### config.mk
export PLATFORM = sky130hd
export DESIGN_NAME = positional_list_store
export DESIGN_NICKNAME = d
export VERILOG_FILES = /design/src/pls_pkg.sv /design/src/positional_list_store.sv
export SDC_FILE = /design/constraint.sdc
export NUM_CORES = 2
export LEC_CHECK = 0
export BUFFER_PORTS_ARGS = -buffer_cell sky130_fd_sc_hd__buf_2
export CAP_MARGIN = 20
export CORE_ASPECT_RATIO = 1.5
export CORE_MARGIN = 2
export CORE_UTILIZATION = 45
export CTS_CLUSTER_DIAMETER = 150
export CTS_CLUSTER_SIZE = 24
export DETAILED_ROUTE_END_ITERATION = 16
export PLACE_DENSITY_LB_ADDON = 0.1
export SETUP_SLACK_MARGIN = 0.1
export SYNTH_ARGS = -nofsm -noshare
export SYNTH_HDL_FRONTEND = slang
export SYNTH_SLANG_ARGS = --single-unit
### constraint.sdc
create_clock -name clk -period 6.3 [get_ports clk]
set_input_delay 1.26 -clock clk [delete_from_list [all_inputs] [get_ports clk]]
set_output_delay 1.26 -clock clk [all_outputs]
set_load 0.02 [all_outputs]
### src/pls_pkg.sv
package pls_pkg;

  // Storage sizing.
  localparam int CAPACITY    = 16;
  localparam int VALUE_WIDTH = 32;

  // Fixed port widths.
  localparam int OP_W   = 3;
  localparam int POS_W  = 5;
  localparam int DATA_W = 32;
  localparam int STAT_W = 2;
  localparam int CNTO_W = 5;

  // Derived widths.
  localparam int CNT_W = $clog2(CAPACITY + 1);
  localparam int IDX_W = $clog2(CAPACITY);
  localparam int CMP_W = ((CNT_W > POS_W) ? CNT_W : POS_W) + 1;

  typedef enum logic [OP_W-1:0] {
    OP_ADD_FRONT = 3'd0,
    OP_ADD_REAR  = 3'd1,
    OP_REM_FRONT = 3'd2,
    OP_REM_REAR  = 3'd3,
    OP_INS_POS   = 3'd4,
    OP_REM_POS   = 3'd5
  } op_t;

  typedef enum logic [STAT_W-1:0] {
    ST_OK    = 2'd0,
    ST_UNDER = 2'd1,
    ST_RANGE = 2'd2,
    ST_FULL  = 2'd3
  } status_t;

endpackage

### src/positional_list_store.sv
// Channel  Handshake              Payload
// input    in_valid / in_stall    opcode, position, value_in
// output   out_valid / out_stall  status, value_out, count_out
//
// Each transaction is registered on entry, resolved combinationally by the
// decode and cell shift logic, and its result registered on exit.
// One transaction is accepted every cycle unless the output stalls; the list
// cells update in the same edge that loads the result register.
// Reset (rst, synchronous) empties the list and drops both valid flags.
// A stalled result holds the input register, which then stalls the input.
module positional_list_store
  import pls_pkg::*;
(
  input  logic              clk,
  input  logic              rst,
  input  logic              in_valid,
  output logic              in_stall,
  input  logic [OP_W-1:0]   opcode,
  input  logic [POS_W-1:0]  position,
  input  logic [DATA_W-1:0] value_in,
  output logic              out_valid,
  input  logic              out_stall,
  output logic [STAT_W-1:0] status,
  output logic [DATA_W-1:0] value_out,
  output logic [CNTO_W-1:0] count_out
);

  // Input register.
  logic                   s1_valid;
  op_t                    s1_op;
  logic [POS_W-1:0]       s1_pos;
  logic [VALUE_WIDTH-1:0] s1_val;

  // List state.
  logic [VALUE_WIDTH-1:0] slots [CAPACITY];
  logic [CNT_W-1:0]       count;

  // Result register.
  status_t                res_status;
  logic [DATA_W-1:0]      res_value;
  logic [CNT_W-1:0]       res_count;

  // Resolved operation.
  status_t                status_next;
  logic [DATA_W-1:0]      value_next;
  logic [CNT_W-1:0]       count_next;
  logic                   do_ins;
  logic                   do_rem;
  logic [IDX_W-1:0]       idx;
  logic [CMP_W-1:0]       pos_c;
  logic [CMP_W-1:0]       cnt_c;
  logic                   full;
  logic                   empty;
  logic                   adv;

  // The input stage moves on whenever the result register is free.
  assign adv      = !out_valid || !out_stall;
  assign in_stall = s1_valid && !adv;

  always_ff @(posedge clk) begin
    if (rst) begin
      s1_valid <= 1'b0;
    end else if (!in_stall) begin
      s1_valid <= in_valid;
    end
    if (!in_stall && in_valid) begin
      s1_op  <= op_t'(opcode);
      s1_pos <= position;
      s1_val <= VALUE_WIDTH'(value_in);
    end
  end

  // Decode the operation against the current count.
  assign pos_c = CMP_W'(s1_pos);
  assign cnt_c = CMP_W'(count);
  assign full  = (count == CNT_W'(CAPACITY));
  assign empty = (count == '0);

  always_comb begin
    status_next = ST_OK;
    do_ins      = 1'b0;
    do_rem      = 1'b0;
    idx         = '0;
    case (s1_op)
      OP_ADD_FRONT: begin
        if (full) status_next = ST_FULL;
        else do_ins = 1'b1;
      end
      OP_ADD_REAR: begin
        idx = IDX_W'(count);
        if (full) status_next = ST_FULL;
        else do_ins = 1'b1;
      end
      OP_REM_FRONT: begin
        if (empty) status_next = ST_UNDER;
        else do_rem = 1'b1;
      end
      OP_REM_REAR: begin
        idx = IDX_W'(count - CNT_W'(1));
        if (empty) status_next = ST_UNDER;
        else do_rem = 1'b1;
      end
      OP_INS_POS: begin
        idx = IDX_W'(pos_c - CMP_W'(1));
        if (pos_c == '0 || pos_c > cnt_c + CMP_W'(1)) status_next = ST_RANGE;
        else if (full) status_next = ST_FULL;
        else do_ins = 1'b1;
      end
      OP_REM_POS: begin
        idx = IDX_W'(pos_c - CMP_W'(1));
        if (pos_c == '0 || pos_c > cnt_c) status_next = ST_RANGE;
        else do_rem = 1'b1;
      end
      default: begin
        status_next = ST_OK;
      end
    endcase
  end

  // Removed value and new count.
  always_comb begin
    value_next = '0;
    count_next = count;
    if (do_rem) begin
      value_next = DATA_W'(slots[idx]);
      count_next = count - CNT_W'(1);
    end else if (do_ins) begin
      count_next = count + CNT_W'(1);
    end
  end

  // Cells from the index onward shift toward the rear on insert or toward the front on removal.
  always_ff @(posedge clk) begin
    if (s1_valid && adv) begin
      for (int k = 0; k < CAPACITY; k++) begin
        if (do_ins) begin
          if (IDX_W'(k) == idx) begin
            slots[k] <= s1_val;
          end else if (k > 0 && IDX_W'(k) > idx) begin
            slots[k] <= slots[(k > 0) ? k - 1 : 0];
          end
        end else if (do_rem) begin
          if (k < CAPACITY - 1 && IDX_W'(k) >= idx) begin
            slots[k] <= slots[(k < CAPACITY - 1) ? k + 1 : k];
          end
        end
      end
    end
  end

  // Count and result register.
  always_ff @(posedge clk) begin
    if (rst) begin
      count     <= '0;
      out_valid <= 1'b0;
    end else if (adv) begin
      out_valid <= s1_valid;
      if (s1_valid) begin
        count <= count_next;
      end
    end
    if (adv && s1_valid) begin
      res_status <= status_next;
      res_value  <= value_next;
      res_count  <= count_next;
    end
  end

  assign status    = res_status;
  assign value_out = res_value;
  assign count_out = CNTO_W'(res_count);

`ifndef NO_ASSERTIONS
  // The count never passes the capacity.
  a_count_bound: assert property (@(posedge clk) disable iff (rst)
    count <= CNT_W'(CAPACITY))
    else $error("list count exceeds capacity");

  // A failed operation returns no value.
  a_fail_zero: assert property (@(posedge clk) disable iff (rst)
    out_valid && res_status != ST_OK |-> res_value == '0)
    else $error("nonzero value on failed transaction");

  // A failed operation leaves the count alone.
  a_fail_hold: assert property (@(posedge clk) disable iff (rst)
    s1_valid && adv && status_next != ST_OK |=> count == $past(count))
    else $error("count changed on failed transaction");

  // The reported count is the list count after the operation.
  a_count_match: assert property (@(posedge clk) disable iff (rst)
    s1_valid && adv |=> res_count == count)
    else $error("reported count differs from list count");
`endif

endmodule
After elaboration in Yosys (flattened, before gate mapping)
Memory sizes are Yosys's and may differ from the RTL's. A register that Yosys moved wholly into a read port is not among the register bits.
Index checks and enable logic that the tools add are counted.

word-level totals
  logic and storage cells = 373
  output and inout bits = 41
  bits of input ports = 44
  memories = 1
  bits in writable memories = 512
  register bits = 54

cells by class
  bitwise operators = 30
  magnitude comparators = 32
  $add $sub $neg = 4
  mux-type cells = 258
  reduce and logical (&&, ||, !) cells = 19
  equality and inequality tests = 21

memories
  name   words  bits a word  rd ports  clocked after memory_dff  write ports  RTL line                     RTL
  slots  16     32           17        1                         16           positional_list_store.sv:35  logic [VALUE_WIDTH-1:0] slots [CAPACITY];

operators with widths
  operator               count
  $mux W32               30
  $mux W1                219
  $eq A4 B4 Y1 const A   8
  $gt A4 B4 Y1 const A   8
  $or A1 B1 Y1           30
  $ge A4 B4 Y1 const A   7
  $eq A3 B4 Y1 const A   4
  $ge A3 B4 Y1 const A   4
  $gt A3 B4 Y1 const A   4
  $pmux W4 S3            1
  $mux W5                2
  $eq A2 B4 Y1 const A   2
  $ge A1 B4 Y1 const A   2
  $ge A2 B4 Y1 const A   2
  $gt A2 B4 Y1 const A   2
  $pmux W2 S4            1
  $add A5 B1 Y6 const B  1
  $eq A3 B2 Y1 const B   2
  $eq A3 B3 Y1 const B   2
  $gt A5 B6 Y1           1
  $logic_not A6 Y1       1
  $mux W2                3
  $reduce_or A2 Y1       3
  $add A5 B1 Y5 const B  1
  other kinds (15)       24

Logic depth before layout (Yosys ltp)
  depth in word-level cells = 11
  depth in mapped cells = 14
  mapped depth without buffers = 10

Worst setup path before layout
No wires, ideal clock.

  path type = input to register
  from = input port out_stall
  to = memory slots[12][0], enable pin
  slack = 0.190 ns
  library setup time = 0.432 ns
  arrival = 5.678 ns
  required time = 5.868 ns
  path buffers = 1
  cell stages on the path = 7
  cell sequence = a21bo_2 buf_1 nor3_1 nand2_1 nor2_1 nor2_1 a21oi_1

RTL lines
  item                RTL line                     RTL
  start: declaration  positional_list_store.sv:22  input logic out_stall,
  end: declaration    positional_list_store.sv:35

==> flow_summary_export.csv <==
group,metric,value,unit
clock_tree,clkTransAtPathRegs,0.11,ns
global_routing,grt_pass1_vias,27948,
worst_setup_path,path_cells,"inv_1, ha_1, inv_1, ha_1, nand2_1, o32a_1, o21a_1, o31ai_4, buf_4, buf_12, nand4_1, a31oi_1",
clock_tree,cts-buffers-inserted,28,
worst_setup_path,required,6.79,ns
sta,fin_crit,4.64,ns
clock_tree,cts_tree,"yes",
routing,drt_pre_antenna_iters,6,
sta,hold_slack,0.496,ns
sta,slew_headroom,0.202,
pwr,vdd_ir_drop_max,0.183,mV
global_routing,grt_use_total,0.300,
sta,fmax,0.216,GHz
global_routing,grt.overflow.total,0,
routing,wl_per_cell,30.3,µm
die,num_rows,125,
die,core-area,0.0773,mm²
sta,fin_crit_sh,0.736,
synthesis,synth_nets,3284,
synthesis,avgSynthCellArea,10.8,µm²
synthesis,synth_edf_count,591,
clock_tree,cts_sinks,598,
sta,finalSetupViolations,0,
sta,finalHoldViolations,0,
die,die_h,345,µm
synthesis,syn_area,0.0350,mm²
synthesis,ys.flop_type,"edfxtp_1",
pwr,power.density,239,mW/mm²
synthesis,synth_cell_types,74,
global_routing,antenna_found_initial,0,
routing,num_vias,28724,
clock_tree,cts_hold_buf,0,
die,initial_core_util,0.453,
clock_tree,clk_latency,0.64,ns
routing,drc,0,
synthesis,synth_area_leaders,"edfxtp_1, mux2_2, mux2i_1",
synthesis,synth_seq_cells,598,
pwr,p_leak,0.0115,µW
sta,drv_slew,0,
die,die_w,232,µm
worst_setup_path,crit_path_top_delay_cell,"buf_4",
worst_setup_path,crit_arrival,5.13,ns
run_status,outcome,"completed",
synthesis,ys_warn_count,0,
worst_setup_path,worstSetupPathType,"reg2reg",
clock_tree,cts_root_buf,"clkbuf_16",
synthesis,synth_top_area_frac,0.508,
placed_design,io_buffers,84,
cells_and_area,area_delta_synth_final,6.13,%
cells_and_area,drive_gt1_frac,0.172,
synthesis,synth_cells,3226,
global_routing,grt_first_pass_wirelength,185,mm
routing,ant_nets,0,
worst_setup_path,start_kind,"register",
die,die-area,0.0800,mm²
cells_and_area,num-fill-cells,7038,
synthesis,ys_async_sr_fraction,0,
clock_tree,htreeDepth,1,
sta,finalSetupTns,0,ns
clock_tree,clk_path_buf_depth,3,
run,max_cap_violations,0,
worst_setup_path,cpPeakStageDelay,0.76,ns
clock_tree,cts_setup_buffers,0,
global_routing,grt_max_degree,155,
placed_design,globalplace.congestion,0.861,
worst_setup_path,critPathMaxFanout,154,
routing,routed_wl,124,mm
sta,worstMarginPinSlew,1.20,ns
cells_and_area,final_nets,3120,
placed_design,hpwl,76.1,mm
sta,fin_worst_skew,0.0126,ns
routing,avgViaCountPerCell,7.02,
worst_setup_path,endpoint_kind,"register",
die,io_pins,85,
min_path,hold_path.class,"reg2reg",
synthesis,yosysTopAreaCell,"edfxtp_1",
clock_tree,cts_resized,0,
routing,drt_iter0_drc,3680,
sta,rsz0062_at_grt,"false",
synthesis,yosysSeqAreaShare,0.512,
==> synthesized netlist by cell type (3+ instances only) <==
cell type / n
mux2_2: 255
and3_1: 34
or3_1: 5
dfxtp_1: 7
a221oi_1: 3
nand3_1: 82
a221o_1: 63
mux2_1: 3
clkbuf_1: 260
a211oi_2: 3
buf_1: 17
nand2b_1: 6
mux2i_1: 258
a31oi_1: 226
buf_4: 4
nand2_1: 189
buf_2: 87
edfxtp_1: 591
or2_2: 3
inv_1: 9
ha_1: 14
a21boi_0: 4
o32ai_1: 32
nor3_2: 6
a211oi_1: 3
o22ai_1: 98
xnor2_1: 5
nor3_1: 231
nor4bb_1: 3
nor2b_1: 5
a21oi_1: 47
nor3b_1: 3
a22oi_1: 6
nand4_1: 162
o21ai_1: 24
o31a_1: 3
o21a_1: 4
o211ai_2: 3
nor4_1: 33
nor2_1: 22
o21ai_0: 373
==> through the flow <==
stage / utilization / area (µm²) / setup WS, ns / total power (µW) / instances
floorplan: - / 35000 / 0.190 / 6050 / 3226
global placement: 0.469 / 36200 / 1.54 / 6690 / 4042
detailed placement: 0.469 / 36200 / 1.53 / 6740 / 4043
CTS: 0.479 / 37000 / 1.48 / 8860 / 4083
global route: 0.480 / 37100 / 1.42 / 9140 / 4088
finish: 0.480 / 37100 / 1.66 / 8880 / 4089
==> registers in the layout, indices dropped and copies added (netlist names) <==
register	flops
s1_op	3
count_out	5
status	2
s1_valid	1
value_out	32
s1_pos	5
s1_val	32
slots	512
count	5
out_valid	1
==> layout make-up <==
| class | instances | area [µm²] | area share |
|---|---|---|---|
| Antenna cell | 1 | 2.50 | 0.0000674 |
| Clock buffer | 39 | 763 | 0.0206 |
| Clock inverter | 1 | 3.75 | 0.000101 |
| Inverter | 11 | 41.3 | 0.00111 |
| Multi-Input combinational cell | 2247 | 15900 | 0.429 |
| Sequential cell | 598 | 17900 | 0.482 |
| Tap cell | 1016 | 1270 | 0.0343 |
| Timing Repair Buffer | 176 | 1240 | 0.0333 |
==> cells by family (layout without fill, tap and decap cells) <==
family | count (synthesis) | after routing | synth area share
flip-flops | 598 | 598 | 0.512
AND/OR/NAND/NOR | 797 | 797 | 0.119
multiplexers | 516 | 516 | 0.157
XOR/XNOR | 6 | 6 | 0.00150
other | 0 | 1 | 0
buffers and inverters | 381 | 227 | 0.0445
AO/OA/AOI/OAI | 914 | 914 | 0.162
adder cells (fa/ha/maj) | 14 | 14 | 0.00501
==> worst max-delay path, delay by kind of cell (launching register included) <==
family	cells	cell delay [ns]
compound gates	4	0.93
fa+ha+maj	2	0.81
simple gates	2	0.26
flops	1	0.64
buf+inv	4	1.64
==> cells in the final DEF, fill, tap and decap left out, types with 9 or more instances in the layout <==
cell type  instances
a21oi_1           42
a221o_1           63
a31oi_1          226
and3_1            34
buf_2             84
buf_4             82
clkbuf_1          10
clkbuf_16         29
edfxtp_1         591
ha_1              14
inv_1              9
mux2_2           255
mux2i_1          258
nand2_1          187
nand3_1           80
nand4_1          162
nor2_1            13
nor3_1           229
nor4_1            33
o21ai_0          373
o21ai_1           18
o22ai_1           97
o32ai_1           32
==> worst paths after layout <==
kind              slack (ns)  depth (start not counted)      from            to
hold reg to reg         0.50                          2  s1_valid     out_valid
hold / removal          0.50                          2  s1_valid     out_valid
setup reg to reg        1.66                         12  count[0]  slots[2][23]
setup / recovery        1.66                         12  count[0]  slots[2][23]
==> layer usage <==
metal  vias up  wire length, µm  track usage
met5         -                0            0
met2      1661            60100        0.501
met1     14352            49700        0.404
met4         0             3940        0.101
li1      12433                -            -
met3       278            10200       0.0363
==> power breakdown <==
group / internal [µW] / leakage [µW] / switching, µW / total (µW)
combinational: 606 / 0.00568 / 1220 / 1830
clock: 848 / 0.000371 / 1330 / 2180
sequential: 4660 / 0.00548 / 218 / 4880
total: 6110 / 0.0115 / 2770 / 8880
No activity file was read; power rests on OpenSTA's default activity.
